**src/rtdc_pkg.sv**
```systemverilog
// ----------------------------------------------------------------------------
// rtdc_pkg
// Shared types, fixed-point constants and helpers for the RTD code to
// temperature converter.
// ----------------------------------------------------------------------------
`default_nettype none

package rtdc_pkg;

  localparam int FRAC_BITS      = 32;
  localparam int QW             = 64;
  localparam int MAX_ITERATIONS = 30;
  localparam int ITER_W         = $clog2(MAX_ITERATIONS + 1);
  localparam int SLOPE_SHIFT    = (FRAC_BITS < 20) ? FRAC_BITS : 20;

  // serial unit sizes
  localparam int MUL_CNT_W = $clog2(QW);
  localparam int DIV_W     = QW + FRAC_BITS;
  localparam int ROOT_W    = DIV_W / 2;
  localparam int REM_W     = QW + 2;
  localparam int DS_CNT_W  = $clog2(DIV_W);

  localparam logic [63:0] INT_MAX = {1'b0, {63{1'b1}}};

  localparam logic signed [63:0] Q_ONE   = signed'(64'd1 << FRAC_BITS);
  localparam logic signed [63:0] KA      =
    signed'(((64'd39083 << FRAC_BITS) + 64'd50000) / 64'd100000);
  localparam logic signed [63:0] KB      =
    signed'(((64'd5775 << FRAC_BITS) + 64'd500000) / 64'd1000000);
  localparam logic signed [63:0] KC      =
    signed'(((64'd4183 << FRAC_BITS) + 64'd5000000) / 64'd10000000);
  localparam logic signed [63:0] EPS     =
    signed'(((64'd1 << FRAC_BITS) + 64'd50000000) / 64'd100000000);
  localparam logic signed [63:0] HSTEP   = signed'(64'd1 << (FRAC_BITS - SLOPE_SHIFT));
  localparam logic signed [63:0] T_LIMIT = signed'(64'd40 << FRAC_BITS);
  localparam logic signed [63:0] T_START = signed'(64'd0 - (64'd1 << (FRAC_BITS - 1)));
  localparam logic [63:0]        HALF    = 64'd1 << (FRAC_BITS - 1);

  localparam logic signed [63:0] OUT_HIGH = 64'sd200000;
  localparam logic signed [63:0] OUT_LOW  = -64'sd30000;

  typedef enum logic [1:0] {
    STATUS_OK         = 2'd0,
    STATUS_FAULT      = 2'd1,
    STATUS_NO_READING = 2'd2
  } rtdc_status_e;

  typedef enum logic [1:0] {
    CFG_NOMINAL    = 2'd0,
    CFG_REFERENCE  = 2'd1,
    CFG_DECIMALS   = 2'd2,
    CFG_FAHRENHEIT = 2'd3
  } rtdc_cfg_e;

  typedef enum logic {
    DS_DIV  = 1'b0,
    DS_SQRT = 1'b1
  } rtdc_ds_mode_e;

  typedef enum logic [3:0] {
    ST_IDLE,
    ST_RATIO,
    ST_DISC_A,
    ST_DISC_B,
    ST_SQRT,
    ST_QDIV,
    ST_POLY,
    ST_NDIV,
    ST_SCALE,
    ST_FDIV,
    ST_OUT
  } rtdc_state_e;

  typedef struct packed {
    logic [15:0] rtd_word;
    logic [7:0]  fault_status;
  } rtdc_req_t;

  typedef struct packed {
    logic signed [18:0] temperature;
    logic [20:0]        resistance_centiohm;
    rtdc_status_e       status;
    logic [7:0]         fault_bits;
  } rtdc_rsp_t;

  function automatic logic [63:0] mag64(input logic [63:0] v);
    return v[63] ? (64'd0 - v) : v;
  endfunction

  function automatic logic signed [63:0] with_sign(input logic [63:0] m, input logic neg);
    logic [63:0] c;
    c = (m > INT_MAX) ? INT_MAX : m;
    return neg ? signed'(64'd0 - c) : signed'(c);
  endfunction

  // truncated fixed-point product from the raw magnitude product
  function automatic logic signed [63:0] qmul_fin(input logic [2*QW-1:0] acc,
                                                  input logic neg);
    logic [63:0] m;
    if (acc[2*QW-1:QW+FRAC_BITS-1] != '0) m = INT_MAX;
    else m = {1'b0, acc[QW+FRAC_BITS-2:FRAC_BITS]};
    return with_sign(m, neg);
  endfunction

  // quotient magnitude saturated to the signed range
  function automatic logic [63:0] div_fin(input logic [DIV_W-1:0] q);
    if (q[DIV_W-1:QW-1] != '0) return INT_MAX;
    return {1'b0, q[QW-2:0]};
  endfunction

  function automatic logic signed [63:0] clamp_t(input logic signed [63:0] t);
    if (t > T_LIMIT) return T_LIMIT;
    if (t < -T_LIMIT) return -T_LIMIT;
    return t;
  endfunction

endpackage

`default_nettype wire

```
**src/rtdc_mul.sv**
```systemverilog
// ----------------------------------------------------------------------------
// rtdc_mul
// Bit-serial unsigned multiplier, one multiplier bit per cycle, full product.
// ----------------------------------------------------------------------------
`default_nettype none

module rtdc_mul import rtdc_pkg::*; (
  input  logic              clk_i,
  input  logic              rst_ni,
  input  logic              start_i,
  input  logic [QW-1:0]     a_i,
  input  logic [QW-1:0]     b_i,
  output logic              done_o,
  output logic [2*QW-1:0]   acc_o
);

  logic                 run_q, done_q;
  logic [MUL_CNT_W-1:0] cnt_q;
  logic [QW-1:0]        mcand_q;
  logic [2*QW-1:0]      acc_q;
  logic [QW:0]          sum;

  assign sum = {1'b0, acc_q[2*QW-1:QW]} + (acc_q[0] ? {1'b0, mcand_q} : '0);

  always_ff @(posedge clk_i or negedge rst_ni) begin
    if (!rst_ni) begin
      run_q  <= 1'b0;
      done_q <= 1'b0;
      cnt_q  <= '0;
    end else begin
      done_q <= 1'b0;
      if (start_i) begin
        run_q <= 1'b1;
        cnt_q <= '0;
      end else if (run_q) begin
        cnt_q <= cnt_q + 1'b1;
        if (cnt_q == MUL_CNT_W'(QW - 1)) begin
          run_q  <= 1'b0;
          done_q <= 1'b1;
        end
      end
    end
  end

  always_ff @(posedge clk_i) begin
    if (start_i) begin
      acc_q   <= {{QW{1'b0}}, b_i};
      mcand_q <= a_i;
    end else if (run_q) begin
      acc_q <= {sum, acc_q[QW-1:1]};
    end
  end

  assign done_o = done_q;
  assign acc_o  = acc_q;

endmodule

`default_nettype wire

```
**config.mk**
```make
export PLATFORM = sky130hd
export DESIGN_NAME = rtdc_mul
export DESIGN_NICKNAME = d
export VERILOG_FILES = /design/src/rtdc_pkg.sv /design/src/rtdc_mul.sv
export SDC_FILE = /design/constraint.sdc
export NUM_CORES = 1
export LEC_CHECK = 0
export BUFFER_PORTS_ARGS = -buffer_cell sky130_fd_sc_hd__buf_4
export CAP_MARGIN = 20
export CORE_AREA = 2 2 140 155
export CTS_CLUSTER_SIZE = 24
export DETAILED_ROUTE_END_ITERATION = 12
export DIE_AREA = 0 0 142 157
export PLACE_DENSITY_LB_ADDON = 0.25
export SLEW_MARGIN = 0
export SYNTH_ARGS = -nofsm -noshare
export SYNTH_HDL_FRONTEND = slang
export SYNTH_SLANG_ARGS = --single-unit
```
**constraint.sdc**
```tcl
create_clock -name clk_i -period 5.36 [get_ports clk_i]
set_input_delay 1.34 -clock clk_i [delete_from_list [all_inputs] [get_ports clk_i]]
set_output_delay 1.34 -clock clk_i [all_outputs]
set_load 0.05 [all_outputs]
```
==> impl_results.md, run 1 <==
* Pwr Total at 0.00581 W
* Max Cap Viol at 0
* Critical path type: reg -> reg
* Final Skew at 15.4 ps
* Syn nets at 1243
* Top cells by count, synth: edfxtp_1 (128), nor2_1 (92), a21oi_1 (78)
* Fin. Hold Viols at 0
* Final WS setup at 1490 ps
* Largest cells by area after synthesis: edfxtp_1 (34%), dfxtp_1 (11%), ha_1 (7.2%)
* Final HPWL DP at 21500 microns
* Status: finished clean
* Antenna violations before repair at 0
* Crit end category: flip-flop
* Final net count at 1478
* Die Wd at 142 microns
* CP startpoint kind: flip-flop
* Cell row count at 55
* CP max-delay cell: edfxtp_1
* RSZ-0062 raised after global routing: false
* Syn Inst Count at 1046
* Worst EP required at 5700 ps
* Clk root buf: clkbuf_16
* Final GP Congestion at 0.921
* Worst path arrival time at 4210 ps
* Initial Util at 54.5%
* Most frequent cell after synthesis: edfxtp_1
* Sequential area share after synthesis at 47.5%
* Largest net degree at the start of global routing at 120
* H-tree Lvls at 4
* Final slew viol count at 0
* First-pass GRT wire length at 46200 microns
* RR Startpoint: acc_o[0]$_DFFE_PP_
* Main synth FF type: edfxtp_1
* Layout cells sized above 1 at 30.4%
* Core Region at 0.0206 sq mm
* Critical Path Start: acc_o[0]$_DFFE_PP_
* # hold bufs at CTS at 0
* Via density at 5.71
* Clk buf depth at 2
* IO Port Bufs at 259
* Resized Gates After CTS at 0
* Max FO, Critical Path at 19
* Pwr dens at 415 mW/mm^2
* Final core utilization at 68.1%
* Worst Min Path Start: acc_o[112]$_SDFFE_PP0P_
* CTS sink cnt at 200
* Drt pass-1 iters at 5
* Crit path largest cell delay at 640 ps
* Wirelength per Cell at 19.0 microns
* Synth unique cells at 70
* Post-synth EDFFs at 128
* Reg2Reg Setup Slack at 1490 ps
* Synth warnings at 0
* CTS tree: built
* Antenna diode count at 0
* Clk pin slew, worst setup/hold paths at 80 ps
* Worst vdd ir at 0.222 mV
* Final min period at 3870 ps
* Final period util at 72.1%
* Syn-to-layout area delta at 24.8%
* Leakage at 6.31 nW
* Top-area cell type share of the netlist area at 34.3%
* Die Height at 157 microns
* Die Area at 0.0223 sq mm
* WL final at 29400 microns
* Achievable frequency at 259 MHz
* Place WS at 1460 ps
* Critical path cell sequence: and2_1, ha_1, fa_1, a211oi_2, nor2_2, o2111a_1, o21ai_2, a211oi_1, or3_4, a221o_2, a21oi_4, o21bai_2, xnor2_1, o21ai_1
* Min-Delay Path Class: reg -> reg
* Setup tns final at 0 ps
* Final setup violation count at 0
* Total GRT Usage at 26.5%
* Num ports at 260
* #FFs+latches synth at 200
* Fraction of registers with async set/reset at 4.00%
* Filler instances at 1570
* Slew @ Worst Pin at 675 ps
* Post-route DRC at 0
* Via Count at 8849
* Syn_area_per_cell at 10.7 sq um
* Max_slew headroom at 54.7%
* Total grt overflow at 0
* Clk Latency, worst-skew pair at 450 ps
* Number of DRC markers in iteration 0 at 504
* Area leader, netlist: edfxtp_1
* Cts bufs inserted at 17
* Vias in the first global route at 9007
* Total setup buffers inserted after CTS at 0
* Cell area after synthesis at 0.0112 sq mm
* Final antenna-violating net count at 0
worst max-delay path, delay by kind of cell, from the launching register on:
kind,cells,cell delay (ps)
AO/OA/AOI/OAI,8,1600
XOR/XNOR,1,150
adder cells (fa/ha/maj),2,660
flip-flops,1,640
AND/OR/NAND/NOR,3,720
sequential cells by signal, summed over array words and instances (netlist names):
register,flops
mcand_q,64
cnt_q,6
acc_o,128
run_q,1
done_o,1
cell usage in the layout, fill, tap and decap left out, types with 3 or more instances in the layout:
cell       count
o21ai_1       18
a21oi_1       78
xor2_1        24
mux2i_1       28
o21a_1        11
nor2b_1        5
clkinv_4       4
a31o_2         4
nand4_1       18
nand3_1       12
clkinv_8       4
clkbuf_16     17
dfxtp_1       64
o211ai_1       5
inv_8          4
nor3_1        10
xnor2_1       40
dfrtp_1        7
inv_1         15
buf_4        264
and2_1        71
nor2_1        91
nand2b_1       3
edfxtp_1     128
a211o_1        4
and4_1         3
a21o_1        41
and3_1         5
ha_1          65
mux2_2        64
o21bai_1      12
nand2_1       63
o21ai_0       39
a21oi_4        4
a31oi_1       10
a211oi_1       9
final timing paths:
path,end,cells after the start
max,acc_o[121]$_SDFFE_PP0P_,14
min,acc_o[112]$_SDFFE_PP0P_,2
max reg2reg,acc_o[121]$_SDFFE_PP0P_,14
min reg2reg,acc_o[112]$_SDFFE_PP0P_,2
max in group asynchronous,run_q$_DFF_PN0_,1
min in group asynchronous,cnt_q[0]$_DFFE_PN0P_,1
area by class of cell:
| type | instances | area, sq um | area share (%) |
|---|---|---|---|
| Clock buffer | 18 | 429 | 3.06 |
| Clock inverter | 14 | 205 | 1.47 |
| Inverter | 17 | 63.8 | 0.456 |
| Multi-Input combinational cell | 778 | 5620 | 40.1 |
| Sequential cell | 200 | 5330 | 38.0 |
| Tap cell | 256 | 320 | 2.29 |
| Timing Repair Buffer | 267 | 2040 | 14.6 |
logic make-up (layout without fill, tap and decap cells):
group / Yosys count / after routing / synth area share, %
and+or+nand+nor: 292 / 292 / 12.8
muxes: 92 / 92 / 8.92
buffers and inverters: 68 / 316 / 2.46
AOI/OAI and AO/OA: 264 / 264 / 15.9
DFF: 200 / 200 / 47.5
adders and majority gates: 66 / 66 / 7.43
xor gates and xnor gates: 64 / 64 / 5.00
per-layer routing:
metal | wire (microns) | global-route usage, % | vias to the layer above
met5 | 0 | 0 | -
met4 | 578 | 8.71 | 0
met3 | 2150 | 7.24 | 37
met2 | 14300 | 45.7 | 304
met1 | 12400 | 32.1 | 4202
li1 | - | - | 4306
per-stage QoR:
stage / hold WS, ps / std cells / instance area [sq um]
final: 488 / 1550 / 14000
after global routing: 497 / 1550 / 14000
after CTS: 489 / 1549 / 14000
after detailed placement: 478 / 1517 / 13300
after global placement: 467 / 1517 / 13300
after floorplan: 505 / 1046 / 11200
report_power, final:
group	switching, W	leakage, nW	internal [W]
Sequential	0.000178	1.94	0.00188
Combinational	0.00151	4.06	0.000853
Clock	0.000669	0.307	0.000720
Total	0.00236	6.31	0.00345
Power figures use the tool's default switching activity.
==> run 2: changes to the inputs <==
Settings changed: CORE_AREA 2 2 140 155 to 2 2 146 163, DIE_AREA 0 0 142 157 to 0 0 148 165.
Clock period 5.36 ns to 3.54 ns, I/O delays scaled along.
==> run 2 against run 1 <==
- clock skew increased by 5.5 ps
- critical path type unchanged
- sequential power up 51%
- via count grew 1.1%
==> impl_results.md, run 2 (synthesized netlist as in run 1, its figures left out) <==
* Design area at 0.0142 sq mm
* Critical path type: reg -> reg
* Status: finished clean
* Via density at 5.56
* Switching pwr at 0.00361 W
* Number of DRC markers in iteration 0 at 476
* Sw Ratio at 41.3%
* Achievable frequency at 286 MHz
* Wirelength per Cell at 18.7 microns
* Sequential power share at 35.7%
* Final setup violation count at 0
* CTS tree: built
* Internal power at 0.00513 W
* Final GP Congestion at 0.913
* Clk root buf: clkbuf_16
* Cell row count at 58
* Crit-path leading delay family: compound AO/OA/AOI/OAI gates
* Crit path largest cell delay at 460 ps
* Final antenna-violating net count at 0
* Total GRT Usage at 24.7%
* Max Cap Viol at 0
* Clk buf depth at 2
* Final Skew at 20.8 ps
* Worst vdd ir at 0.317 mV
* Post-route DRC at 0
* Pwr dens at 616 mW/mm^2
* Clk pin slew, worst setup/hold paths at 80 ps
* Drt pass-1 iters at 5
* # hold bufs at CTS at 0
* Final net count at 1493
* Critical path cell sequence: buf_12, and2_1, ha_1, and3_1, a31o_2, a21oi_2, o22ai_1, a21o_1, a31oi_2, o31ai_4, a31oi_2, a31oi_1, xnor2_1, o21ai_1
* Crit end category: flip-flop
* Worst EP required at 3860 ps
* Clock power frac at 22.7%
* Comb power frac at 41.6%
* Total grt overflow at 0
* Worst path arrival time at 3810 ps
* Num ports at 260
* Final WS setup at 45.5 ps
* Syn-to-layout area delta at 26.6%
* FF+latch area at 0.00533 sq mm
* Fin. Hold Viols at 0
* Filler instances at 1911
* Final min period at 3490 ps
* Multi-input logic area at 0.00568 sq mm
* Via Count at 8947
* Clk Latency, worst-skew pair at 450 ps
* Initial Util at 49.5%
* Place WS at 97.9 ps
* Max reg flops at 128
* Die Area at 0.0244 sq mm
* Most frequent cells in the layout: buf_4 (278), edfxtp_1 (128), nor2_1 (90)
* Final slew viol count at 0
* Max_slew headroom at 53.8%
* WL final at 30100 microns
* Worst path bufs/invs at 1
* CP startpoint kind: flip-flop
* Slew @ Worst Pin at 688 ps
* CP max-delay cell: edfxtp_1
* WP depth at 14
* First-pass GRT wire length at 47500 microns
* Final HPWL DP at 22500 microns
* Vias in the first global route at 9162
* Largest net degree at the start of global routing at 93
* Core Region at 0.0226 sq mm
* Leakage at 6.37 nW
* Final period util at 98.7%
* Dpl cell area at 0.0135 sq mm
* Min-Delay Path Class: in -> async
* Commonest non-fill, non-tap cell in the layout: buf_4
* Antenna violations before repair at 1
* IO Port Bufs at 259
* FF-to-FF path depth at 14
* Die Height at 165 microns
* CTS sink cnt at 200
* RSZ-0062 raised after global routing: true
* Layout cells sized above 1 at 32.2%
* Antenna diode count at 0
* Cts bufs inserted at 17
* H-tree Lvls at 4
* Max FO, Critical Path at 36
* Cell repeated most along the worst path: a31oi_2
* Die Wd at 148 microns
## run 2: cell count changes in the layout (fill, tap and decap cells not counted), moves of 2 or more
cell       before  now
a21oi_2         1    4
inv_6           0    3
a21oi_1        78   75
ha_1           65   63
and2_1         71   69
buf_4         264  278
buf_12          1    3
clkinv_4        4    2
inv_8           4    2
and2_4          0    2
bufinv_16       2    0
## run 2: layout make-up
cell class	instances	area share, %
clock inverters	15	1.23
inverters	17	0.449
clock buffers	17	3.00
flip-flops and latches	200	37.5
well taps	300	2.64
multi-input cells	778	40.0
repair buffers	282	15.2
## run 2: routing by layer
layer,vias up,GRT usage [%],routed length (microns)
met5,-,0,8
met4,2,7.53,597
met3,41,7.04,2270
met2,314,43.3,15100
met1,4270,29.6,12200
li1,4320,-,-
## run 2: power groups by stage
stage	logic [W]	clock network [W]	registers, W
floorplan	0.00164	0	0.00405
global placement	0.00358	0	0.00317
detailed placement	0.00360	0	0.00317
CTS	0.00362	0.00203	0.00313
global route	0.00391	0.00212	0.00317
finish	0.00364	0.00198	0.00312
## run 2: worst paths after layout
kind	from	slack (ps)	endpoint
max	acc_o[0]$_DFFE_PP_	50	acc_o[126]$_SDFFE_PP0P_
min	rst_ni	250	done_o$_DFF_PN0_
max reg2reg	acc_o[0]$_DFFE_PP_	50	acc_o[126]$_SDFFE_PP0P_
min reg2reg	acc_o[126]$_SDFFE_PP0P_	490	acc_o[126]$_SDFFE_PP0P_
max in group asynchronous	rst_ni	3150	run_q$_DFF_PN0_
min in group clk_i	acc_o[126]$_SDFFE_PP0P_	490	acc_o[126]$_SDFFE_PP0P_
## run 2: metrics by stage
stage / TNS (ps) / utilization [%] / cells / hold slack [ps] / total power, W
2_1_floorplan: -83.6 / - / 1046 / 505 / 0.00570
3_3_place_gp: 0 / 59.8 / 1574 / 469 / 0.00675
3_5_place_dp: 0 / 59.8 / 1574 / 477 / 0.00677
4_1_cts: 0 / 62.4 / 1606 / 237 / 0.00878
5_1_grt: -377 / 62.7 / 1609 / 235 / 0.00919
6_report: 0 / 62.7 / 1609 / 253 / 0.00874
## run 2: what timing repair did
| action | CTS | global route |
|---|---|---|
| setup buffers | 0 | 3 |
| gates resized for setup | 0 | 11 |
| setup endpoints to repair | 0 | 11 |
==> run 3: changes to the inputs <==
Settings changed: ABC_AREA set to 1, CORE_AREA 2 2 146 163 to 2 2 159 177, DIE_AREA 0 0 148 165 to 0 0 161 179, PLACE_DENSITY set to 0.86, PLACE_DENSITY_LB_ADDON 0.25 to not set.
==> run 3 against run 2 <==
- cell count is 68% higher
- clock skew is 12 ps lower
- clock power is 4% higher
- core utilization is 1.8 points lower
- synthesized cell count is 99% higher
- non-clock buffer count is 13 lower
- first-iteration DRC count is 130% higher
- count of clock-buffer cells in the layout stayed put
- critical path depth is 3 higher
- largest power group is now registers
- critical path type unchanged
- flip-flop and latch count stayed put
- sequential power is 5% lower
- largest cell class unchanged
- maximum frequency is 20% higher
==> impl_results.md, run 3 <==
* Total grt overflow at 0
* Cell row count at 64
* Final GP Congestion at 0.985
* Clk pin slew, worst setup/hold paths at 90 ps
* WL final at 43600 microns
* Switching pwr at 0.00314 W
* Worst reg2reg endpoint: acc_o[117]$_SDFFE_PP0P_
* Final HPWL DP at 34700 microns
* Internal power at 0.00458 W
* Max reg flops at 128
* Largest cells by area after synthesis: edfxtp_1 (28%), nand2_1 (24%), inv_1 (12%)
* Comb power frac at 34.8%
* Sw Ratio at 40.7%
* Critical path type: reg -> reg
* Critical path cell sequence: buf_12, nand2_1, inv_1, ha_1, fa_1, nand3_1, nand3_2, nand2_1, nand2_1, nand2_1, nand3_2, nand2_1, nand3_1, nand2_1, nand3_1, nand2_1, inv_1
* Syn-to-layout area delta at 21.9%
* Via density at 4.99
* Number of DRC markers in iteration 0 at 1108
* Main synth FF type: edfxtp_1
* FF-to-FF path depth at 17
* Antenna diode count at 0
* Most frequent cells in the layout: nand2_1 (875), inv_1 (426), buf_4 (265)
* Reg2Reg Setup Slack at 620 ps
* Final core utilization at 60.9%
* Max FO, Critical Path at 64
* Most frequent cell after synthesis: nand2_1
* Cell repeated most along the worst path: nand2_1
* First-pass GRT wire length at 68000 microns
* Crit-path leading delay family: simple AND/OR/NAND/NOR gates
* Multi-input logic area at 0.00650 sq mm
* Clk Latency, worst-skew pair at 450 ps
* Post-synth EDFFs at 128
* Final Skew at 9.20 ps
* Drt pass-1 iters at 6
* Sequential power share at 38.5%
* Initial Util at 50.0%
* Fin. Hold Viols at 0
* Clock power frac at 26.6%
* Syn_area_per_cell at 6.53 sq um
* Leakage at 9.65 nW
* Status: finished clean
* Fraction of registers with async set/reset at 4.00%
* Worst path bufs/invs at 3
* Die Height at 179 microns
* Syn Inst Count at 2083
* Setup tns final at 0 ps
* Max Cap Viol at 0
* Via Count at 13524
* Antenna violations before repair at 0
* Syn nets at 2280
* Largest net degree at the start of global routing at 99
* Cell area after synthesis at 0.0136 sq mm
* Slew @ Worst Pin at 1050 ps
* Achievable frequency at 342 MHz
* CTS tree: built
* Final net count at 2529
* Synth unique cells at 36
* Final antenna-violating net count at 0
* Top cells by count, synth: nand2_1 (875), inv_1 (427), nor2_1 (188)
* Crit path largest cell delay at 470 ps
* RR Startpoint: acc_o[0]$_DFFE_PP_
* Layout cells sized above 1 at 15.0%
* #FFs+latches synth at 200
* Resized Gates After CTS at 0
* Total setup buffers inserted after CTS at 0
* Final min period at 2920 ps
* Final slew viol count at 0
* Synth warnings at 0
* Post-route DRC at 0
* Final period util at 82.5%
* Total GRT Usage at 30.4%
* # hold bufs at CTS at 0
* Max_slew headroom at 29.8%
* FF+latch area at 0.00533 sq mm
* Vias in the first global route at 13044
* Clk root buf: clkbuf_16
* Final setup violation count at 0
* Core Region at 0.0272 sq mm
* Sequential area share after synthesis at 39.1%
* CP startpoint kind: flip-flop
* Die Wd at 161 microns
* Commonest non-fill, non-tap cell in the layout: nand2_1
* Clk buf depth at 2
* Top-area cell type share of the netlist area at 28.3%
* Cts bufs inserted at 17
* IO Port Bufs at 259
* H-tree Lvls at 4
* Filler instances at 2571
* Worst EP required at 3890 ps
* Crit end category: flip-flop
* Worst path arrival time at 3270 ps
* Area leader, netlist: edfxtp_1
* Pwr dens at 466 mW/mm^2
* Min-Delay Path Class: in -> async
* Worst vdd ir at 0.306 mV
* Num ports at 260
* Wirelength per Cell at 16.1 microns
* RSZ-0062 raised after global routing: false
* CTS sink cnt at 200
* CP max-delay cell: fa_1
* Die Area at 0.0288 sq mm
==> run 3: cells by family (layout without fill, tap and decap cells) <==
logic type	after synthesis	count (layout)	share of synthesized area, %
and+or+nand+nor	1200	1200	35.4
adders and majority gates	66	66	6.13
buffers and inverters	474	736	13.1
AOI/OAI and AO/OA	120	120	4.81
xor gates and xnor gates	23	23	1.48
DFF	200	200	39.1
==> run 3: final cells by class <==
type	instances	share of cell area, %
clock buffer	17	2.57
clock inverter	15	1.11
inverter	435	9.85
multi-input combinational	1409	39.2
sequential	200	32.1
tap	363	2.74
timing repair buffer	269	12.4
==> run 3: metal layers <==
layer	vias up	track usage [%]	part of all wire, %
met1	6154	39.4	43
met3	61	6.38	8.6
met4	0	8.52	2.4
li1	6775	-	-
met2	534	51.7	46
met5	-	0	0
==> run 3: power by group through the flow <==
stage               clock network [W]  registers [W]  logic (W)
floorplan                           0        0.00365    0.00110
global placement                    0        0.00301    0.00264
detailed placement                  0        0.00301    0.00267
CTS                           0.00207        0.00297    0.00268
global route                  0.00217        0.00300    0.00291
finish                        0.00206        0.00297    0.00269
==> run 3: worst max-delay path by stage <==
stage                                   from                 endpoint  slack [ps]  depth (start not counted)
final                     acc_o[0]$_DFFE_PP_  acc_o[117]$_SDFFE_PP0P_         620                         17
after CTS                 acc_o[0]$_DFFE_PP_  acc_o[117]$_SDFFE_PP0P_         660                         17
after detailed placement  acc_o[0]$_DFFE_PP_  acc_o[117]$_SDFFE_PP0P_         690                         17
after global placement    acc_o[0]$_DFFE_PP_   acc_o[85]$_SDFFE_PP0P_         760                         15
after floorplan                      start_i       acc_o[0]$_DFFE_PP_         640                          3
after global routing      acc_o[0]$_DFFE_PP_  acc_o[111]$_SDFFE_PP0P_         450                         17
==> run 3: stage by stage <==
step / power [W] / hold WS [ps] / instance area [sq um] / setup WS [ps] / cells
after floorplan: 0.00475 / 476 / 13600 / 640 / 2083
after global placement: 0.00565 / 478 / 16000 / 762 / 2676
after detailed placement: 0.00568 / 487 / 16000 / 686 / 2676
after CTS: 0.00772 / 230 / 16600 / 665 / 2708
after global routing: 0.00808 / 231 / 16600 / 445 / 2708
final: 0.00772 / 238 / 16600 / 619 / 2708
