**src/rtdc_pkg.sv**
```systemverilog
// ----------------------------------------------------------------------------
// rtdc_pkg
// Shared types, fixed-point constants and helpers for the RTD code to
// temperature converter.
// ----------------------------------------------------------------------------
`default_nettype none

package rtdc_pkg;

  localparam int FRAC_BITS      = 32;
  localparam int QW             = 64;
  localparam int MAX_ITERATIONS = 30;
  localparam int ITER_W         = $clog2(MAX_ITERATIONS + 1);
  localparam int SLOPE_SHIFT    = (FRAC_BITS < 20) ? FRAC_BITS : 20;

  // serial unit sizes
  localparam int MUL_CNT_W = $clog2(QW);
  localparam int DIV_W     = QW + FRAC_BITS;
  localparam int ROOT_W    = DIV_W / 2;
  localparam int REM_W     = QW + 2;
  localparam int DS_CNT_W  = $clog2(DIV_W);

  localparam logic [63:0] INT_MAX = {1'b0, {63{1'b1}}};

  localparam logic signed [63:0] Q_ONE   = signed'(64'd1 << FRAC_BITS);
  localparam logic signed [63:0] KA      =
    signed'(((64'd39083 << FRAC_BITS) + 64'd50000) / 64'd100000);
  localparam logic signed [63:0] KB      =
    signed'(((64'd5775 << FRAC_BITS) + 64'd500000) / 64'd1000000);
  localparam logic signed [63:0] KC      =
    signed'(((64'd4183 << FRAC_BITS) + 64'd5000000) / 64'd10000000);
  localparam logic signed [63:0] EPS     =
    signed'(((64'd1 << FRAC_BITS) + 64'd50000000) / 64'd100000000);
  localparam logic signed [63:0] HSTEP   = signed'(64'd1 << (FRAC_BITS - SLOPE_SHIFT));
  localparam logic signed [63:0] T_LIMIT = signed'(64'd40 << FRAC_BITS);
  localparam logic signed [63:0] T_START = signed'(64'd0 - (64'd1 << (FRAC_BITS - 1)));
  localparam logic [63:0]        HALF    = 64'd1 << (FRAC_BITS - 1);

  localparam logic signed [63:0] OUT_HIGH = 64'sd200000;
  localparam logic signed [63:0] OUT_LOW  = -64'sd30000;

  typedef enum logic [1:0] {
    STATUS_OK         = 2'd0,
    STATUS_FAULT      = 2'd1,
    STATUS_NO_READING = 2'd2
  } rtdc_status_e;

  typedef enum logic [1:0] {
    CFG_NOMINAL    = 2'd0,
    CFG_REFERENCE  = 2'd1,
    CFG_DECIMALS   = 2'd2,
    CFG_FAHRENHEIT = 2'd3
  } rtdc_cfg_e;

  typedef enum logic {
    DS_DIV  = 1'b0,
    DS_SQRT = 1'b1
  } rtdc_ds_mode_e;

  typedef enum logic [3:0] {
    ST_IDLE,
    ST_RATIO,
    ST_DISC_A,
    ST_DISC_B,
    ST_SQRT,
    ST_QDIV,
    ST_POLY,
    ST_NDIV,
    ST_SCALE,
    ST_FDIV,
    ST_OUT
  } rtdc_state_e;

  typedef struct packed {
    logic [15:0] rtd_word;
    logic [7:0]  fault_status;
  } rtdc_req_t;

  typedef struct packed {
    logic signed [18:0] temperature;
    logic [20:0]        resistance_centiohm;
    rtdc_status_e       status;
    logic [7:0]         fault_bits;
  } rtdc_rsp_t;

  function automatic logic [63:0] mag64(input logic [63:0] v);
    return v[63] ? (64'd0 - v) : v;
  endfunction

  function automatic logic signed [63:0] with_sign(input logic [63:0] m, input logic neg);
    logic [63:0] c;
    c = (m > INT_MAX) ? INT_MAX : m;
    return neg ? signed'(64'd0 - c) : signed'(c);
  endfunction

  // truncated fixed-point product from the raw magnitude product
  function automatic logic signed [63:0] qmul_fin(input logic [2*QW-1:0] acc,
                                                  input logic neg);
    logic [63:0] m;
    if (acc[2*QW-1:QW+FRAC_BITS-1] != '0) m = INT_MAX;
    else m = {1'b0, acc[QW+FRAC_BITS-2:FRAC_BITS]};
    return with_sign(m, neg);
  endfunction

  // quotient magnitude saturated to the signed range
  function automatic logic [63:0] div_fin(input logic [DIV_W-1:0] q);
    if (q[DIV_W-1:QW-1] != '0) return INT_MAX;
    return {1'b0, q[QW-2:0]};
  endfunction

  function automatic logic signed [63:0] clamp_t(input logic signed [63:0] t);
    if (t > T_LIMIT) return T_LIMIT;
    if (t < -T_LIMIT) return -T_LIMIT;
    return t;
  endfunction

endpackage

`default_nettype wire

```
**src/rtdc_divsqrt.sv**
```systemverilog
// ----------------------------------------------------------------------------
// rtdc_divsqrt
// Shared restoring divider (one quotient bit per cycle) and square root
// (one root bit per cycle), both on the operand shifted up by the fraction.
// ----------------------------------------------------------------------------
`default_nettype none

module rtdc_divsqrt import rtdc_pkg::*; (
  input  logic              clk_i,
  input  logic              rst_ni,
  input  logic              start_i,
  input  rtdc_ds_mode_e     mode_i,
  input  logic [QW-1:0]     num_i,
  input  logic [QW-1:0]     den_i,
  output logic              done_o,
  output logic [DIV_W-1:0]  quot_o
);

  logic                run_q, done_q;
  rtdc_ds_mode_e       mode_q;
  logic [DS_CNT_W-1:0] cnt_q;
  logic [QW-1:0]       den_q;
  logic [DIV_W-1:0]    sh_q;
  logic [REM_W-1:0]    rem_q;
  logic [ROOT_W-1:0]   root_q;

  logic [QW:0]         r2d, remd;
  logic                ged;
  logic [REM_W-1:0]    r2s, trial, rems;
  logic                ges;
  logic                last;

  always_comb begin
    r2d   = {rem_q[QW-1:0], sh_q[DIV_W-1]};
    ged   = (r2d >= {1'b0, den_q});
    remd  = ged ? (r2d - {1'b0, den_q}) : r2d;
    r2s   = {rem_q[REM_W-3:0], sh_q[DIV_W-1:DIV_W-2]};
    trial = {{(REM_W-ROOT_W-2){1'b0}}, root_q, 2'b01};
    ges   = (r2s >= trial);
    rems  = ges ? (r2s - trial) : r2s;
    last  = (mode_q == DS_SQRT) ? (cnt_q == DS_CNT_W'(ROOT_W - 1))
                                : (cnt_q == DS_CNT_W'(DIV_W - 1));
  end

  always_ff @(posedge clk_i or negedge rst_ni) begin
    if (!rst_ni) begin
      run_q  <= 1'b0;
      done_q <= 1'b0;
      cnt_q  <= '0;
    end else begin
      done_q <= 1'b0;
      if (start_i) begin
        run_q <= 1'b1;
        cnt_q <= '0;
      end else if (run_q) begin
        cnt_q <= cnt_q + 1'b1;
        if (last) begin
          run_q  <= 1'b0;
          done_q <= 1'b1;
        end
      end
    end
  end

  always_ff @(posedge clk_i) begin
    if (start_i) begin
      mode_q <= mode_i;
      den_q  <= den_i;
      sh_q   <= {num_i, {FRAC_BITS{1'b0}}};
      rem_q  <= '0;
      root_q <= '0;
    end else if (run_q) begin
      if (mode_q == DS_SQRT) begin
        rem_q  <= rems;
        sh_q   <= {sh_q[DIV_W-3:0], 2'b00};
        root_q <= {root_q[ROOT_W-2:0], ges};
      end else begin
        rem_q <= {1'b0, remd};
        sh_q  <= {sh_q[DIV_W-2:0], ged};
      end
    end
  end

  assign done_o = done_q;
  assign quot_o = (mode_q == DS_SQRT) ? {{(DIV_W-ROOT_W){1'b0}}, root_q} : sh_q;

endmodule

`default_nettype wire

```
**config.mk**
```make
export PLATFORM = sky130hd
export DESIGN_NAME = rtdc_divsqrt
export DESIGN_NICKNAME = d
export VERILOG_FILES = /design/src/rtdc_pkg.sv /design/src/rtdc_divsqrt.sv
export SDC_FILE = /design/constraint.sdc
export NUM_CORES = 1
export LEC_CHECK = 0
export ABC_CLOCK_PERIOD_IN_PS = 3700
export BUFFER_PORTS_ARGS = -buffer_cell sky130_fd_sc_hd__buf_2
export CAP_MARGIN = 20
export CELL_PAD_IN_SITES_DETAIL_PLACEMENT = 1
export CELL_PAD_IN_SITES_GLOBAL_PLACEMENT = 1
export CORE_MARGIN = 2
export CORE_UTILIZATION = 25
export CTS_CLUSTER_DIAMETER = 120
export DETAILED_ROUTE_END_ITERATION = 8
export PLACE_DENSITY = 0.62
export SLEW_MARGIN = 20
export SYNTH_ARGS = -nofsm -noshare
export SYNTH_HDL_FRONTEND = slang
export SYNTH_SLANG_ARGS = --single-unit
```
**constraint.sdc**
```tcl
create_clock -name clk_i -period 3.7 [get_ports clk_i]
set_clock_uncertainty 0.15 [all_clocks]
set_input_delay 0.555 -clock clk_i [delete_from_list [all_inputs] [get_ports clk_i]]
set_output_delay 0.555 -clock clk_i [all_outputs]
set_load 0.02 [all_outputs]
```
==> summary.md, run 1 <==
| Metric | Value |
|---|---|
| Maximum buffer depth of the clock tree | `3` |
| Synth Area per Inst | `8.28 µm²` |
| Clock root buffer | `sky130_fd_sc_hd__clkbuf_16` |
| Status | `finished with violations` |
| Net Switching | `9.72 mW` |
| DRC Markers | `0` |
| Min-delay worst type | `in2reg` |
| Combinational Power Share | `65.5%` |
| Ratio of cells with drive above 1 in the final layout | `28.4%` |
| Die width | `291 µm` |
| Cell occurring most often along the worst timing path | `sky130_fd_sc_hd__buf_4` |
| Share of flip-flops with an asynchronous set or reset | `3.19%` |
| Power per unit of standard cell area | `807 nW/µm²` |
| Num CTS Buffers | `37` |
| Power Total | `22.3 mW` |
| Worst Max-Slew Pin Slew | `1060 ps` |
| Hold Violations, Final | `0` |
| Total half-perimeter wirelength after legalization and detailed placement | `59.4 mm` |
| Wire length of the first global-routing pass | `119 mm` |
| Leakage | `11.9 nW` |
| Detail-routed via count per cell | `4.99` |
| Area contributors post-synth | `sky130_fd_sc_hd__edfxtp_1, sky130_fd_sc_hd__dfxtp_1, sky130_fd_sc_hd__ha_1` |
| Pre-CTS worst setup slack | `-266 ps` |
| Pre-antenna DRT Iters | `5` |
| # setup viols final | `5` |
| VDD IR max | `363 µV` |
| Placed inst area | `25100 µm²` |
| Routed wire per std cell | `19.1 µm` |
| Kind of end point of the critical path | `register` |
| Seq cells post-synth | `282` |
| Setup crit start kind | `register` |
| Count of warnings emitted by yosys | `0` |
| Total of max-cap violations | `0` |
| Utilization after layout | `33.7%` |
| GRT overflow | `0` |
| All-Layer GR Usage | `17.8%` |
| Count of buffer and inverter cells on the critical path | `7` |
| Slowest cell on the critical path | `sky130_fd_sc_hd__mux2_2` |
| Cell Count, Final, Fillers Out | `4085` |
| Cell variety after synth | `87` |
| Relative slew slack | `29.1%` |
| Net count, final | `3232` |
| Hold Worst Slack | `28.3 ps` |
| Net count after synthesis | `2729` |
| Final worst-path cycle share | `100%` |
| Initial antenna violation count | `3` |
| Die area | `84500 µm²` |
| Violations in the final reports | `setup timing` |
| Internal power summed over all cells | `12.5 mW` |
| Vias after detailed routing | `20400` |
| Skew-Pair Late Insertion Delay | `550 ps` |
| Post-route design area | `27600 µm²` |
| TritonCTS clock tree | `built` |
| Post-synth EDFFs | `129` |
| Synthesized area | `20500 µm²` |
| Leading cell type in the layout, fill and taps excluded | `sky130_fd_sc_hd__buf_4` |
| Commonest non-fill, non-tap cells in the layout | `sky130_fd_sc_hd__buf_4, sky130_fd_sc_hd__nand2_1, sky130_fd_sc_hd__a21oi_1` |
| Total of buffers placed on input and output ports | `228` |
| Clock period minus worst slack | `3710 ps` |
| Clock input transition at the sequential cells of the worst setup and hold paths | `50 ps` |
| Cell count after placement | `3960` |
| Critical path, cell by cell | `inv_1 > ha_1 > nand3_1 > buf_6 > nor3_2 > buf_4 > nand4_1 > buf_4 > nor3_2 > buf_4 > nand4_1 > buf_4 > o211a_4 > a21bo_1 > or2_4 > clkbuf_16 > mux2_2 > o221ai_1 > a21oi_1` |
| Starting Density | `25.1%` |
| Critical path peak fanout | `8` |
| Area delta synth->final | `34.2%` |
| TritonCTS Sinks | `282` |
| Switching part of the total | `43.7%` |
| Number of pins exceeding their max-slew limit in the final report | `0` |
| Final RePlAce weighted congestion | `0.897` |
| Critical setup path kind | `reg2reg` |
| Final setup TNS | `-32.0 ps` |
| Maximum number of pins on one net before global-route repair | `124` |
| Final WS setup | `-12.1 ps` |
| H-tree lvl count | `2` |
| Data arrival time at the worst-slack endpoint | `3990 ps` |
| Area of the placeable core | `81700 µm²` |
| Part of the Yosys area used for sequential elements | `34.0%` |
| Slowest Stage Delay on Critical Path | `330 ps` |
| Achievable clock frequency | `269 MHz` |
| Most instantiated flip-flop cell in the synthesis netlist | `sky130_fd_sc_hd__dfxtp_1` |
| Crit-path leading delay family | `buffers and inverters` |
| Biggest area consumer among synthesized cells | `sky130_fd_sc_hd__edfxtp_1` |
| Synthesized instance count | `2481` |
| Die Y | `291 µm` |
| Io pins | `229` |
| Violation count after the first detailed-routing iteration | `915` |
| Worst Path Required | `3980 ps` |
| Share of total power in sequential cells | `19.1%` |
| Final wirelength | `78.1 mm` |
| Share of Yosys cell area claimed by the top area cell type | `18.9%` |
| Standard-cell row count | `105` |
| Power share of the clock group | `15.5%` |
| Number of global-route vias before repair | `21200` |
| Unrepaired setup endpoints after global routing | `true` |
| Post-detailed-route count of antenna-violating nets | `0` |
-- worst register-to-register path: cells and delay by family (launching register included) --
kind,cells,cell delay [ps]
fa+ha+maj,1,300
mux,1,330
buf+inv,7,1040
simple gates,6,830
flops,1,320
compound gates,4,610
-- layer usage --
metal	share of wire, %	vias up	track usage [%]
li1	-	9995	-
met1	41	9996	20.4
met2	53	289	34.3
met3	2.7	113	1.77
met4	2.8	0	5.41
met5	0	-	0
-- logic make-up (layout without fill, tap and decap cells) --
family / count (synthesis) / after routing / synth area share, %
xor+xnor: 120 / 120 / 5.12
fa+ha+maj: 116 / 116 / 7.10
compound gates: 800 / 800 / 24.9
mux: 127 / 127 / 6.60
flops: 282 / 282 / 34.0
buf+inv: 309 / 839 / 5.84
other cells: 0 / 4 / 0
simple gates: 727 / 727 / 16.5
-- synth_stat cells (5+ instances only) --
cell type	number
sky130_fd_sc_hd__nand2_1	315
sky130_fd_sc_hd__a21oi_1	270
sky130_fd_sc_hd__o21ai_0	151
sky130_fd_sc_hd__inv_1	145
sky130_fd_sc_hd__dfxtp_1	144
sky130_fd_sc_hd__nor2_1	144
sky130_fd_sc_hd__edfxtp_1	129
sky130_fd_sc_hd__clkbuf_1	119
sky130_fd_sc_hd__ha_1	115
sky130_fd_sc_hd__xnor2_1	74
sky130_fd_sc_hd__a21o_1	68
sky130_fd_sc_hd__mux2_2	67
sky130_fd_sc_hd__mux2i_1	60
sky130_fd_sc_hd__nor2b_1	57
sky130_fd_sc_hd__a211oi_1	54
sky130_fd_sc_hd__xor2_1	46
sky130_fd_sc_hd__nor3_1	38
sky130_fd_sc_hd__nand2b_1	37
sky130_fd_sc_hd__nand4_1	37
sky130_fd_sc_hd__o211ai_1	32
sky130_fd_sc_hd__nand3_1	27
sky130_fd_sc_hd__buf_2	24
sky130_fd_sc_hd__o21bai_1	23
sky130_fd_sc_hd__o21a_1	21
sky130_fd_sc_hd__a31oi_1	18
sky130_fd_sc_hd__buf_1	17
sky130_fd_sc_hd__o31ai_1	17
sky130_fd_sc_hd__a211o_1	14
sky130_fd_sc_hd__o22ai_1	13
sky130_fd_sc_hd__and3_1	12
sky130_fd_sc_hd__o32ai_1	12
sky130_fd_sc_hd__nor4_1	10
sky130_fd_sc_hd__a311oi_1	9
sky130_fd_sc_hd__and2_1	9
sky130_fd_sc_hd__dfrtp_1	9
sky130_fd_sc_hd__o211a_1	9
sky130_fd_sc_hd__o21ai_1	9
sky130_fd_sc_hd__or3_1	9
sky130_fd_sc_hd__a221oi_1	7
sky130_fd_sc_hd__a22o_1	7
sky130_fd_sc_hd__a221o_1	6
sky130_fd_sc_hd__or2_2	6
sky130_fd_sc_hd__nor3b_1	5
sky130_fd_sc_hd__o221ai_1	5
-- power by group through the flow --
stage / registers, mW / logic, mW / clock network, mW
global placement: 4.28 / 13.0 / 0
global route: 4.28 / 15.9 / 3.68
finish: 4.24 / 14.6 / 3.45
detailed placement: 4.28 / 13.1 / 0
floorplan: 4.12 / 8.07 / 0
CTS: 4.23 / 13.7 / 3.57
-- state kept, by name (all words and copies together) (netlist names) --
name	flops
rem_q	64
den_q	64
cnt_q	7
root_q	48
run_q	1
sh_q	96
mode_q	1
done_o	1
-- cell type report --
class | count | area [µm²]
inverters | 145 | 544
fillers | 9700 | 54100
well taps | 1070 | 1340
multi-input cells | 1890 | 13000
flip-flops and latches | 282 | 7000
clock buffers | 56 | 1040
diodes | 4 | 10.0
clock inverters | 10 | 81.3
repair buffers | 628 | 4520
-- path summary, 6_finish.rpt --
| kind | startpoint | endpoint | slack (ps) | cells past startpoint |
|---|---|---|---|---|
| worst min-delay path | den_i[44] | den_q[44]$_DFFE_PP_ | 30 | 1 |
| max in group asynchronous | rst_ni | run_q$_DFF_PN0_ | 2890 | 2 |
| worst max-delay path | den_q[57]$_DFFE_PP_ | rem_q[26]$_SDFFE_PP0P_ | -10 | 19 |
| min in group asynchronous | rst_ni | cnt_q[6]$_DFFE_PN0P_ | 290 | 2 |
| worst max register to register | den_q[57]$_DFFE_PP_ | rem_q[26]$_SDFFE_PP0P_ | -10 | 19 |
| worst min register to register | root_q[14]$_SDFFE_PP0P_ | root_q[14]$_SDFFE_PP0P_ | 340 | 2 |
-- timing repair --
action / 4_1_cts / 5_1_grt
resized for setup: 56 / 92
endpoints found under the setup margin: 45 / 64
cloned: 1 / 5
hold endpoints to repair: 32 / 0
hold buffers: 24 / 0
pin swaps: 32 / 33
setup buffers: 15 / 11
(Power assumes the default switching activity.)
==> run 2: changes to the inputs <==
Settings changed: ABC_CLOCK_PERIOD_IN_PS 3700 to 3500, CORE_ASPECT_RATIO set to 0.9, SETUP_SLACK_MARGIN set to 0.4.
Clock period 3.7 ns to 3.5 ns, I/O delays scaled along.
==> summary.md, run 2 (same netlist as run 1, synthesis figures left out) <==
| Metric | Value |
|---|---|
| Clock input transition at the sequential cells of the worst setup and hold paths | `60 ps (about the same)` |
| Total half-perimeter wirelength after legalization and detailed placement | `59.6 mm (+0.34%)` |
| Net Switching | `10.9 mW (+12%)` |
| Number of global-route vias before repair | `22000 (+3.7%)` |
| Die width | `306 µm (+5.3%)` |
| Regs by FF count | `sh_q x96, den_q x64, rem_q x64` |
| Area of the placeable core | `81300 µm² (-0.56%)` |
| Power per unit of standard cell area | `864 nW/µm² (+7.0%)` |
| Critical path, cell by cell | `buf_6 > ha_4 > and3_4 > buf_6 > nand4_1 > buf_6 > nor3_4 > buf_4 > nand4_1 > o211a_4 > a21bo_4 > or2_4 > buf_12 > mux2_2 > o211ai_1 > a21oi_1` |
| Critical setup path kind | `reg2reg` |
| Violation count after the first detailed-routing iteration | `931 (+1.7%)` |
| Leading cell type in the layout, fill and taps excluded | `sky130_fd_sc_hd__buf_4` |
| Utilization after layout | `36.5% (+2.8 points)` |
| Ratio of cells with drive above 1 in the final layout | `33.1% (+4.7 points)` |
| Maximum number of pins on one net before global-route repair | `108 (-13%)` |
| Initial antenna violation count | `4 (+1)` |
| Maximum buffer depth of the clock tree | `3 (unchanged)` |
| VDD IR max | `386 µV (+6.3%)` |
| Switching part of the total | `42.5% (-1.1 points)` |
| Final RePlAce weighted congestion | `0.899 (+0.19%)` |
| Routed wire per std cell | `19.0 µm (-0.90%)` |
| DRC Markers | `0 (unchanged)` |
| Status | `finished with violations` |
| Achievable clock frequency | `263 MHz (-2.5%)` |
| Kind of end point of the critical path | `register` |
| TritonCTS clock tree | `built` |
| Cell occurring most often along the worst timing path | `sky130_fd_sc_hd__buf_6` |
| Relative slew slack | `42.3% (+13 points)` |
| Min-delay worst type | `in2reg` |
| Standard-cell row count | `99 (-5.7%)` |
| Critical path depth | `16 (-3)` |
| Hold Violations, Final | `0 (unchanged)` |
| H-tree lvl count | `2 (unchanged)` |
| Starting Density | `25.3% (+0.14 points)` |
| Pre-antenna DRT Iters | `5 (unchanged)` |
| Total of buffers placed on input and output ports | `228 (unchanged)` |
| Die area | `84500 µm² (about the same)` |
| Num CTS Buffers | `39 (+5.4%)` |
| Final WS setup | `-306 ps (-294 ps)` |
| Combinational Power Share | `65.8% (+0.3 points)` |
| GRT overflow | `0 (unchanged)` |
| Setup crit start kind | `register` |
| Critical path peak fanout | `7 (-1)` |
| Crit-path leading delay family | `simple AND/OR/NAND/NOR gates` |
| Violations in the final reports | `setup timing` |
| Leakage | `12.8 nW (+7.8%)` |
| Die Y | `276 µm (-5.1%)` |
| Largest register FFs | `96 (unchanged)` |
| Count of buffer and inverter cells on the critical path | `5 (-2)` |
| Vias after detailed routing | `20800 (+1.9%)` |
| Io pins | `229 (unchanged)` |
| Detail-routed via count per cell | `4.94 (-1.1%)` |
| # setup viols final | `65 (+60)` |
| Skew-Pair Late Insertion Delay | `580 ps (+30 ps)` |
| Number of instances on the worst hold path | `1 (unchanged)` |
| Final wirelength | `79.8 mm (+2.1%)` |
| Cell count after placement | `4023 (+1.6%)` |
| TritonCTS Sinks | `282 (unchanged)` |
| Power Total | `25.7 mW (+15%)` |
| Worst Path Required | `3770 ps (-210 ps)` |
| Net count, final | `3366 (+4.1%)` |
| Slowest Stage Delay on Critical Path | `360 ps (+30 ps)` |
| Number of pins exceeding their max-slew limit in the final report | `0 (unchanged)` |
| Data arrival time at the worst-slack endpoint | `4080 ps (+90 ps)` |
| Worst Max-Slew Pin Slew | `863 ps (-198 ps)` |
| Unrepaired setup endpoints after global routing | `true` |
| Total of max-cap violations | `0 (unchanged)` |
| Final worst-path cycle share | `109% (+8.4 points)` |
| Biggest register | `sh_q` |
| Slowest cell on the critical path | `sky130_fd_sc_hd__dfxtp_4` |
| Share of total power in sequential cells | `18.0% (-1.1 points)` |
| Post-detailed-route count of antenna-violating nets | `0 (unchanged)` |
| Power share of the clock group | `16.2% (+0.7 points)` |
| Clock period minus worst slack | `3810 ps (+93.6 ps)` |
| Wire length of the first global-routing pass | `122 mm (+2.1%)` |
| All-Layer GR Usage | `18.2% (+0.41 points)` |
| Worst reg2reg path depth | `16 (-3)` |
| Commonest non-fill, non-tap cells in the layout | `sky130_fd_sc_hd__buf_4, sky130_fd_sc_hd__nand2_1, sky130_fd_sc_hd__a21oi_1` |
| Cell Count, Final, Fillers Out | `4209 (+3.0%)` |
| Clock root buffer | `sky130_fd_sc_hd__clkbuf_16` |
| Area delta synth->final | `44.5%` |
| Internal power summed over all cells | `14.7 mW (+18%)` |
-- run 2: path summary, 6_finish.rpt --
| check | to | slack (ps) | startpoint |
|---|---|---|---|
| max | rem_q[14]$_SDFFE_PP0P_ | -310 | rem_q[5]$_SDFFE_PP0P_ |
| min | den_q[27]$_DFFE_PP_ | 60 | den_i[27] |
| max reg2reg | rem_q[14]$_SDFFE_PP0P_ | -310 | rem_q[5]$_SDFFE_PP0P_ |
| min reg2reg | sh_q[25]$_SDFFE_PP0P_ | 370 | sh_q[25]$_SDFFE_PP0P_ |
| max in group asynchronous | run_q$_DFF_PN0_ | 2650 | rst_ni |
| min in group asynchronous | cnt_q[0]$_DFFE_PN0P_ | 300 | rst_ni |
-- run 2: routing by layer --
layer	part of all wire, %	global-route usage [%]	vias up
li1	-	-	10200
met1	44	22.5	10200
met2	51	33.1	263
met3	2.7	2.20	110
met4	2.4	5.34	2
met5	0.014	0	-
-- run 2: metrics by stage --
stage          cell area (µm²)  hold slack, ps  TNS [ps]  worst slack (ps)
6_report                 29700            55.8    -13930              -306
3_3_place_gp             25900             264    -29840              -566
2_1_floorplan            20800            79.4         0               293
4_1_cts                  28700            32.3    -11950              -273
5_1_grt                  29700            33.4    -16620              -357
3_5_place_dp             25900             267    -33000              -610
-- run 2: worst register-to-register path, cell delays in order (launching register included) --
cell                       delay [ps]
sky130_fd_sc_hd__dfxtp_4          360
sky130_fd_sc_hd__buf_6            120
sky130_fd_sc_hd__ha_4             280
sky130_fd_sc_hd__and3_4           210
sky130_fd_sc_hd__buf_6            100
sky130_fd_sc_hd__nand4_1          130
sky130_fd_sc_hd__buf_6            170
sky130_fd_sc_hd__nor3_4           220
sky130_fd_sc_hd__buf_4            140
sky130_fd_sc_hd__nand4_1          270
sky130_fd_sc_hd__o211a_4          290
sky130_fd_sc_hd__a21bo_4          210
sky130_fd_sc_hd__or2_4            250
sky130_fd_sc_hd__buf_12           180
sky130_fd_sc_hd__mux2_2           340
sky130_fd_sc_hd__o211ai_1         160
sky130_fd_sc_hd__a21oi_1           80
-- run 2: repair_timing --
item / in CTS / in global routing
gates cloned: 6 / 1
gates resized for setup: 138 / 134
setup buffers: 15 / 27
endpoints found under the setup margin: 123 / 66
pin swaps: 60 / 83
hold buffers: 65 / 0
hold endpoints to repair: 73 / 0
-- run 2: power by group through the flow --
stage	clock network (mW)	registers, mW	logic, mW
2_1_floorplan	0	4.38	8.83
3_3_place_gp	0	4.62	14.2
3_5_place_dp	0	4.62	14.3
4_1_cts	4.30	4.60	15.6
5_1_grt	4.42	4.67	18.4
6_report	4.16	4.62	16.9
-- run 2: cell type report --
class,instances,area [µm²]
fillers,9499,51600
multi-input cells,1890,13700
flip-flops and latches,282,7030
repair buffers,760,5800
well taps,1060,1330
clock buffers,63,1190
inverters,145,544
clock inverters,8,120
diodes,1,2.50
